## src/rtl/core/spq_pkg.sv

```systemverilog
`timescale 1ns / 1ps
// ----------------------------------------------------------------------------
// Stable priority queue package
// Payload types and the link shared by the cells of the sorting chain.
// ----------------------------------------------------------------------------
package spq_pkg;

	localparam int DataW = 32;
	localparam int PriW  = 8;

	typedef enum logic {
		CMD_PUSH = 1'b0,
		CMD_POP  = 1'b1
	} cmd_t;

	typedef struct packed {
		cmd_t                    command;
		logic signed [DataW-1:0] item_data;
		logic [PriW-1:0]         item_priority;
	} req_t;

	typedef struct packed {
		logic signed [DataW-1:0] popped_data;
		logic                    popped_valid;
		logic                    pop_on_empty;
		logic                    push_dropped;
		logic signed [DataW-1:0] head_data;
		logic [PriW-1:0]         head_priority;
		logic                    queue_empty;
		logic                    queue_full;
	} rsp_t;

	// Command broadcast to every cell of the chain.
	typedef struct packed {
		logic                    push;
		logic                    pop;
		logic signed [DataW-1:0] data;
		logic [PriW-1:0]         pri;
	} cell_op_t;

	// What a cell shows its neighbors.
	typedef struct packed {
		logic signed [DataW-1:0] data;
		logic [PriW-1:0]         pri;
		logic                    keep;
	} cell_link_t;

endpackage

```

## src/rtl/core/spq_stream_if.sv

```systemverilog
`timescale 1ns / 1ps
// ----------------------------------------------------------------------------
// Stream channel
// Valid/ready channel carrying one payload word per transfer.
// ----------------------------------------------------------------------------
interface spq_stream_if #(
	parameter type payload_t = logic
);
	logic     valid;
	logic     ready;
	payload_t payload;

	modport source (output valid, output payload, input ready);
	modport sink (input valid, input payload, output ready);
endinterface

```

## src/rtl/core/spq_cell.sv

```systemverilog
`timescale 1ns / 1ps
// ----------------------------------------------------------------------------
// Priority queue cell
// One slot of the sorted chain: holds, shifts in from a neighbor or
// captures the pushed entry.
// ----------------------------------------------------------------------------
module spq_cell
	import spq_pkg::*;
(
	input  logic       clk,
	input  cell_op_t   op,
	input  logic       occupied,
	input  cell_link_t left,
	input  cell_link_t right,
	output cell_link_t self
);

	logic signed [DataW-1:0] data_q;
	logic [PriW-1:0]         pri_q;
	logic                    keep;

	// An occupied cell whose priority is not above the new one stays put,
	// which keeps entries of equal priority in arrival order.
	assign keep = occupied && (pri_q <= op.pri);

	always_ff @(posedge clk) begin
		if (op.push && !keep) begin
			if (left.keep) begin
				data_q <= op.data;
				pri_q  <= op.pri;
			end else begin
				data_q <= left.data;
				pri_q  <= left.pri;
			end
		end else if (op.pop) begin
			data_q <= right.data;
			pri_q  <= right.pri;
		end
	end

	assign self.data = data_q;
	assign self.pri  = pri_q;
	assign self.keep = keep;

endmodule

```

## src/rtl/core/stable_priority_queue_top.sv

```systemverilog
`timescale 1ns / 1ps
// Result: registered, and presented in the cycle after its command transfer.
// Throughput: one command per cycle while the result register is empty or
// being taken; the cell chain updates every slot in the cycle of the
// transfer and the result register is reloaded while it is being taken.
// Reset: arst_n clears the entry count and the result valid; slot contents
// are not reset and are read only below the entry count.
// ----------------------------------------------------------------------------
// Stable priority queue top level
// Sorted shift chain of DEPTH cells with a registered result stage.
// ----------------------------------------------------------------------------
module stable_priority_queue_top
	import spq_pkg::*;
#(
	parameter int DEPTH = 16
) (
	input logic clk,
	input logic arst_n,
	spq_stream_if.sink   req,
	spq_stream_if.source rsp
);

	localparam int CntW = $clog2(DEPTH + 1);

	logic [CntW-1:0] count_q;
	logic            rsp_valid_q;
	rsp_t            rsp_q;

	cell_op_t   op;
	cell_link_t link [DEPTH];
	cell_link_t head_link;
	logic       fire;
	logic       is_empty;
	logic       is_full;
	logic       do_push;
	logic       do_pop;
	rsp_t       rsp_d;

	assign req.ready = !rsp_valid_q || rsp.ready;
	assign fire      = req.valid && req.ready;
	assign is_empty  = (count_q == '0);
	assign is_full   = (count_q == CntW'(DEPTH));
	assign do_push   = fire && (req.payload.command == CMD_PUSH) && !is_full;
	assign do_pop    = fire && (req.payload.command == CMD_POP) && !is_empty;

	assign op.push = do_push;
	assign op.pop  = do_pop;
	assign op.data = req.payload.item_data;
	assign op.pri  = req.payload.item_priority;

	// The head cell sees a virtual left neighbor that always holds.
	assign head_link.data = req.payload.item_data;
	assign head_link.pri  = req.payload.item_priority;
	assign head_link.keep = 1'b1;

	for (genvar i = 0; i < DEPTH; i++) begin : g_cell
		cell_link_t left_in;
		cell_link_t right_in;
		if (i == 0) begin : g_first
			assign left_in = head_link;
		end else begin : g_left
			assign left_in = link[i-1];
		end
		if (i == DEPTH - 1) begin : g_last
			assign right_in = link[i];
		end else begin : g_right
			assign right_in = link[i+1];
		end
		spq_cell u_cell (
			.clk      (clk),
			.op       (op),
			.occupied (CntW'(i) < count_q),
			.left     (left_in),
			.right    (right_in),
			.self     (link[i])
		);
	end

	// Result: outcome of the command and the head after it.
	always_comb begin
		rsp_d               = '0;
		rsp_d.head_data     = link[0].data;
		rsp_d.head_priority = link[0].pri;
		rsp_d.queue_empty   = is_empty;
		rsp_d.queue_full    = is_full;
		if (req.payload.command == CMD_PUSH) begin
			if (is_full) begin
				rsp_d.push_dropped = 1'b1;
			end else begin
				rsp_d.queue_empty = 1'b0;
				rsp_d.queue_full  = (count_q == CntW'(DEPTH - 1));
				if (is_empty || (req.payload.item_priority < link[0].pri)) begin
					rsp_d.head_data     = req.payload.item_data;
					rsp_d.head_priority = req.payload.item_priority;
				end
			end
		end else begin
			if (is_empty) begin
				rsp_d.pop_on_empty = 1'b1;
			end else begin
				rsp_d.popped_data   = link[0].data;
				rsp_d.popped_valid  = 1'b1;
				rsp_d.queue_full    = 1'b0;
				rsp_d.queue_empty   = (count_q == CntW'(1));
				rsp_d.head_data     = link[1].data;
				rsp_d.head_priority = link[1].pri;
			end
		end
		if (rsp_d.queue_empty) begin
			rsp_d.head_data     = '1;
			rsp_d.head_priority = '0;
		end
	end

	always_ff @(posedge clk or negedge arst_n) begin
		if (!arst_n) begin
			count_q     <= '0;
			rsp_valid_q <= 1'b0;
		end else begin
			if (do_push) begin
				count_q <= count_q + CntW'(1);
			end else if (do_pop) begin
				count_q <= count_q - CntW'(1);
			end
			if (fire) begin
				rsp_valid_q <= 1'b1;
			end else if (rsp.ready) begin
				rsp_valid_q <= 1'b0;
			end
		end
	end

	always_ff @(posedge clk) begin
		if (fire) begin
			rsp_q <= rsp_d;
		end
	end

	assign rsp.valid   = rsp_valid_q;
	assign rsp.payload = rsp_q;

endmodule

```

## src/flat_wrapper.sv

```systemverilog
// flat-port wrapper written by rule: the top's interface ports become plain ports
module stable_priority_queue_top_flat import spq_pkg::*;
#(
	parameter int DEPTH = 16
)
  (clk, arst_n, req_valid, req_payload, req_ready, rsp_valid, rsp_payload, rsp_ready);
  spq_stream_if #(.payload_t(req_t)) req_i ();
  spq_stream_if #(.payload_t(rsp_t)) rsp_i ();
  input logic clk;
  input logic arst_n;
  input wire logic [$bits(req_i.valid)-1:0] req_valid;
  input wire logic [$bits(req_i.payload)-1:0] req_payload;
  output wire logic [$bits(req_i.ready)-1:0] req_ready;
  output wire logic [$bits(rsp_i.valid)-1:0] rsp_valid;
  output wire logic [$bits(rsp_i.payload)-1:0] rsp_payload;
  input wire logic [$bits(rsp_i.ready)-1:0] rsp_ready;
  assign req_i.valid = req_valid;
  assign req_i.payload = req_payload;
  assign req_ready = req_i.ready;
  assign rsp_valid = rsp_i.valid;
  assign rsp_payload = rsp_i.payload;
  assign rsp_i.ready = rsp_ready;
  stable_priority_queue_top #(.DEPTH(DEPTH)) u_core (.clk(clk), .arst_n(arst_n), .req(req_i), .rsp(rsp_i));
endmodule
```

## config.mk

```make
export PLATFORM = sky130hd
export DESIGN_NAME = stable_priority_queue_top_flat
export DESIGN_NICKNAME = d
export VERILOG_FILES = /design/src/rtl/core/spq_pkg.sv /design/src/rtl/core/spq_stream_if.sv /design/src/rtl/core/spq_cell.sv /design/src/rtl/core/stable_priority_queue_top.sv /design/src/flat_wrapper.sv
export SDC_FILE = /design/constraint.sdc
export NUM_CORES = 2
export LEC_CHECK = 0
export BUFFER_PORTS_ARGS = -buffer_cell sky130_fd_sc_hd__clkbuf_2
export CAP_MARGIN = 20
export CORE_MARGIN = 2
export CORE_UTILIZATION = 30
export CTS_CLUSTER_SIZE = 8
export DETAILED_ROUTE_END_ITERATION = 16
export SLEW_MARGIN = 10
export SYNTH_ARGS = -nofsm -noshare
export SYNTH_HDL_FRONTEND = slang
export SYNTH_SLANG_ARGS = --single-unit
```

## constraint.sdc

```tcl
create_clock -name clk -period 3.8 [get_ports clk]
set_input_delay 0.19 -clock clk [delete_from_list [all_inputs] [get_ports clk]]
set_output_delay 0.19 -clock clk [all_outputs]
set_load 0.01 [all_outputs]
```

After elaboration in Yosys (flattened, before gate mapping)
Index checks and enable logic that the tools add are counted.
{ "classes": {"addsub": 2, "order_cmp": 33, "n_eq_ne": 3, "mux": 101, "n_bitwise": 1, "reduce_logical": 77} }
{ "ops": {"columns": ["operator", "count"], "rows": [
  ["$mux W32", 45],
  ["$mux W8", 45],
  ["$le A8 B8 Y1", 16],
  ["$mux W42", 3],
  ["$lt A4 B5 Y1 const A", 8],
  ["$mux W40", 1],
  ["$logic_and A1 B1 Y1", 37],
  ["$reduce_bool A2 Y1", 17],
  ["$lt A3 B5 Y1 const A", 4],
  ["$logic_not A1 Y1", 19],
  ["$lt A1 B5 Y1 const A", 2],
  ["$lt A2 B5 Y1 const A", 2],
  ["$mux W5", 2],
  ["$lt A8 B8 Y1", 1],
  ["$add A5 B1 Y5 const B", 1],
  ["$eq A5 B1 Y1 const B", 1],
  ["$eq A5 B4 Y1 const B", 1],
  ["$eq A5 B5 Y1 const B", 1],
  ["$logic_not A5 Y1", 1],
  ["$mux W1", 5],
  ["$sub A5 B1 Y5 const B", 1],
  ["$logic_or A1 B1 Y1", 2],
  ["$reduce_or A2 Y1", 1],
  ["$not A1 Y1", 1]
]} }
{ "word_totals": {"regBits": 723, "in_bits": 45, "out_inout_bits": 79, "word_cells": 259} }

Depth between registers and ports, before layout
{ "depth": {"depth_word": 7, "mapped_depth": 12, "depth_no_buf": 8} }

Hierarchy
Synthesis repeated with hierarchy kept, for this count alone.
{ "hier_totals": {"cells_unflattened": 3086, "area_unflattened_um2": 44686.6} }
{ "by_module_without_submodules": {"columns": ["mod", "n_inst", "cells_per_inst", "area_per_inst_um2", "seq_area_each_um2"], "rows": [
  ["spq_cell", 16, 168, 2523.7, 1201.2],
  ["stable_priority_queue_top", 1, 398, 4307.9, 2462.4]
]} }

Worst setup path before layout
OpenSTA, ideal clock, no wires.
{ "synth_timing": {"path_type": "input port to flip-flop", "from": "input req_payload[1]", "to": "register u_core.g_cell[15].u_cell.data_q[0] (enable)", "setup_time_ns": 0.452, "arrival_time_ns": 3.787, "required_time_ns": 3.348, "path_slack_ns": -0.438, "path_stages": 10, "n_path_buf": 2, "cell_sequence": "clkbuf_1 > clkbuf_1 > inv_1 > ha_1 > nor2b_1 > o21ai_0 > nand2b_1 > a21oi_1 > o21a_1 > o22ai_1"} }
{ "synth_via": {"elab_chain_cells": 4} }
{ "synth_lines": {"columns": ["element", "line_no", "rtl"], "rows": [
  ["from (decl)", "flat_wrapper.sv:12", "input wire logic [$bits(req_i.payload)-1:0] req_payload;"],
  ["$le A8 B8 Y1", "spq_cell.sv:24", "assign keep = occupied && (pri_q <= op.pri);"],
  ["$logic_and A1 B1 Y1", "spq_cell.sv:24", null],
  ["$logic_not A1 Y1", "spq_cell.sv:27", "if (op.push && !keep) begin"],
  ["$logic_and A1 B1 Y1", "spq_cell.sv:27", null],
  ["to (signal assigned)", "spq_cell.sv:29", "data_q <= op.data;"],
  ["to (signal assigned)", "spq_cell.sv:32", "data_q <= left.data;"],
  ["to (signal assigned)", "spq_cell.sv:36", "data_q <= right.data;"],
  ["to (decl)", "spq_cell.sv:18", "logic signed [DataW-1:0] data_q;"]
]} }
Every way passes these cells.
A chain may end at the register's enable or synchronous reset.

Worst setup path after layout
{ "layout_timing": {"from": "register u_core.count_q[1]", "to": "register u_core.rsp_q, in the netlist u_core.rsp.payload[2], data pin"} }
{ "layout_via": {"elab_chain_cells": 5, "word_cells_on_any_way": 8, "cone_classes": "eq/ne: 2; mux: 4; reduce/logical: 2"} }
{ "layout_lines": {"columns": ["element", "line_no", "rtl"], "rows": [
  ["from (decl)", "stable_priority_queue_top.sv:25", "logic [CntW-1:0] count_q;"],
  ["from (signal assigned)", "stable_priority_queue_top.sv:121", "count_q <= count_q + CntW'(1);"],
  ["from (signal assigned)", "stable_priority_queue_top.sv:123", "count_q <= count_q - CntW'(1);"],
  ["$logic_not A5 Y1", "stable_priority_queue_top.sv:41", "assign is_empty = (count_q == '0);"],
  ["$logic_or A1 B1 Y1", "stable_priority_queue_top.sv:92", "if (is_empty || (req.payload.item_priority < link[0].pri)) begin"],
  ["$mux W40", "stable_priority_queue_top.sv:92", null],
  ["$mux W42", "stable_priority_queue_top.sv:87", "if (is_full) begin"],
  ["$mux W42 *", "stable_priority_queue_top.sv:86", "if (req.payload.command == CMD_PUSH) begin"],
  ["to (signal assigned)", "stable_priority_queue_top.sv:135", "rsp_q <= rsp_d;"],
  ["to (decl)", "stable_priority_queue_top.sv:27", "rsp_t rsp_q;"]
]} }
Every way passes the cells marked *; elsewhere a longest branch is shown, timed or not.

==> results.yml <==
floorplan:
  core_mm2: 0.1293
  die_h_um: 364.6
  initial_core_util: 0.3016
  die_x_um: 364.6
  dieArea_mm2: 0.1329
  num_rows: 132
  ios: 124
pwr:
  clkPwrFrac: 0.271
  vdd_drop_max_mv: 0.3895
  power.share.switching: 0.3459
  leakage_nw: 17.71
  seq_power_share: 0.389
  combPwrFrac: 0.340
  p_sw_w: 0.01049
  cellPowerDensity_mw_per_mm2: 674.8
  p_int_w: 0.01984
synth:
  ys_ff_latch: 723
  ys_types: 47
  synthCells: 3372
  synth-seq-area-share: 0.5559
  yosys_warnings: 0
  synth_area_mm2: 0.03900
  async_reset_ff_frac: 0.008299
  synth-edff-count: 717
  synth_ff_type: "edfxtp_1"
  postSynthNetCount: 3548
  syn_avg_cell_area_um2: 11.57
sta:
  maxSlewHeadroom: 0.4221
  setup_viol: 0
  max_freq_mhz: 332.5
  slew_viol_final: 0
  rsz0062_at_grt: "false"
  final.setup.tns_ns: 0
  tightest_slew_ns: 0.8649
  hold_viol: 0
  post-route-worst-setup-slack_ns: 0.7928
  fin_skew_ns: 0.04502
  fin_crit_sh: 0.7914
  period_minus_slack_ns: 3.007
clocking:
  clk_latency_ns: 0.69
  cts_buffer_depth: 3
  cts_buffers: 101
  cts_tree: "yes"
  clock-root-buffer: "clkbuf_16"
  cts_resized: 0
  htree_levels: 3
  clock_sinks: 723
  cts.clk_slew.worst_paths_ns: 0.05
finish:
  fin_nets: 3611
  area_growth_pct: 15.26
  final_common_cell: "edfxtp_1"
  drive_above_1_share: 0.1392
  final_cell_mix: "edfxtp_1, mux2i_1, nand2_1"
critical_path:
  cp_max_fo: 36
  crit_path_start_kind: "flop"
  critical_path_class: "reg -> reg"
  reg2reg_depth: 9
  arrival_ns: 3.40
  end_kind: "flop"
  cp.required_ns: 4.20
placement:
  hpwlAfterDp_mm: 73.16
  finalWeightedCongestion: 0.8423
  port_buffers: 123
  place_ws_ns: 0.7811
drt:
  drt_first_iter_violations: 2136
  antenna_left: 0
  routed-via-count: 27080
  wl_mm: 110.6
  routedWlPerCell_um: 21.27
  drc_errors: 0
  drt_first_pass_iters: 6
  vias_per_cell: 5.207
global_routing:
  grt_max_degree: 81
  grt_pass1_vias: 27400
  grt_pass1_wl_mm: 169.4
  grt.overflow.total: 0
  grt_usage: 0.1652
  antenna_found_initial: 13
min_path:
  hp-class: "in -> reg"
  min_path_cells: 2
flow_run:
  cap_violations: 0
run_status:
  status: "complete, no violations"
worst max-delay path: stages, from the launching register on:
cell	delay, ns
dfrtp_1	0.51
inv_2	0.14
ha_1	0.41
nor3b_2	0.40
or3b_1	0.18
a21oi_1	0.07
a211oi_4	0.25
buf_12	0.34
mux2i_1	0.27
o22ai_1	0.15
power by group through the flow:
stage	Sequential, W	Clock (W)	Combinational [W]
2_1_floorplan	0.0116	0	0.00726
3_3_place_gp	0.0119	0	0.0101
3_5_place_dp	0.0119	0	0.0103
4_1_cts	0.0118	0.00835	0.0103
5_1_grt	0.0119	0.00865	0.0112
6_report	0.0118	0.00822	0.0103
state kept, by name, indices dropped and copies added, names as in the netlist:
name	cells
u_core.count_q	5
u_core.rsp.payload	77
u_core.g_cell.u_cell.pri_q	128
u_core.rsp.valid	1
u_core.g_cell.u_cell.data_q	512
cell usage after synthesis (8+ instances only):
cell | number | area [µm²]
nor2b_1 | 17 | 106.4
o21ai_0 | 11 | 55.05
a21o_1 | 10 | 75.07
o211ai_1 | 15 | 112.6
clkbuf_1 | 146 | 548.0
nor3_1 | 13 | 65.06
nand4_1 | 33 | 206.5
nand2_1 | 597 | 2241
buf_2 | 121 | 605.6
a211oi_1 | 10 | 75.07
a21oi_1 | 97 | 485.5
o31ai_2 | 11 | 137.6
o21a_1 | 8 | 60.06
ha_1 | 131 | 1639
and2_1 | 36 | 225.2
mux2_4 | 39 | 585.6
mux2i_1 | 600 | 6006
nand3_1 | 8 | 40.04
buf_4 | 9 | 67.56
inv_1 | 25 | 93.84
nand2b_1 | 12 | 75.07
nor2_1 | 57 | 214.0
o21ai_1 | 570 | 2853
mux2_2 | 40 | 450.4
edfxtp_1 | 717 | 21530
through the flow:
step	hold WS, ns	utilization	instance area, µm²	cells	total power [W]
finish	0.1367	0.3476	44950	5201	0.03033
global route	0.1515	0.3476	44950	5200	0.03179
CTS	0.1068	0.3475	44940	5198	0.03045
detailed placement	0.04561	0.3262	42180	5069	0.02220
global placement	0.04779	0.3262	42180	5069	0.02203
floorplan	-0.1056	-	39010	3372	0.01884
metal layers:
metal  track usage  share of wire  vias up
li1              -              -    12520
met4       0.04708          0.023       20
met2        0.2505           0.44      746
met1        0.2333           0.47    13630
met3       0.04005          0.068      170
met5             0         0.0011        -
cell families (layout without fill, tap and decap cells):
group | Yosys count | in the layout | synth area share
AOI/OAI and AO/OA | 743 | 743 | 0.1016
other | 0 | 3 | 0
buffers and inverters | 308 | 392 | 0.03516
xor gates and xnor gates | 3 | 3 | 0.0006738
DFF | 723 | 723 | 0.5559
muxes | 680 | 680 | 0.1808
and+or+nand+nor | 784 | 784 | 0.08377
adders and majority gates | 131 | 131 | 0.04203
path summary, 6_finish.rpt:
| path | startpoint | slack [ns] | end |
|---|---|---|---|
| min | req_payload[23] | 0.14 | u_core.g_cell[0].u_cell.data_q[15]$_DFFE_PP_ |
| max | u_core.count_q[1]$_DFFE_PN0P_ | 0.79 | u_core.rsp.payload[2]$_SDFFCE_PP0P_ |
| min in group asynchronous | arst_n | 0.47 | u_core.rsp.valid$_DFFE_PN0P_ |
| max in group asynchronous | arst_n | 3.08 | u_core.count_q[0]$_DFFE_PN0P_ |
| min reg2reg | u_core.g_cell[15].u_cell.data_q[0]$_DFFE_PP_ | 0.53 | u_core.g_cell[14].u_cell.data_q[0]$_DFFE_PP_ |
| max reg2reg | u_core.count_q[1]$_DFFE_PN0P_ | 0.79 | u_core.rsp.payload[2]$_SDFFCE_PP0P_ |
cell type report:
cell class	instances	area, µm²
Antenna cell	3	7.507
Clock buffer	115	2601
Clock inverter	9	113.9
Fill cell	12780	84370
Inverter	28	105.1
Multi-Input combinational cell	2341	16260
Sequential cell	723	21680
Tap cell	1742	2180
Timing Repair Buffer	240	2007
repair_timing:
action                    CTS  global route
hold endpoints to repair    8             0
setup buffers               0             0
hold buffers                5             0
(Power assumes the default switching activity.)
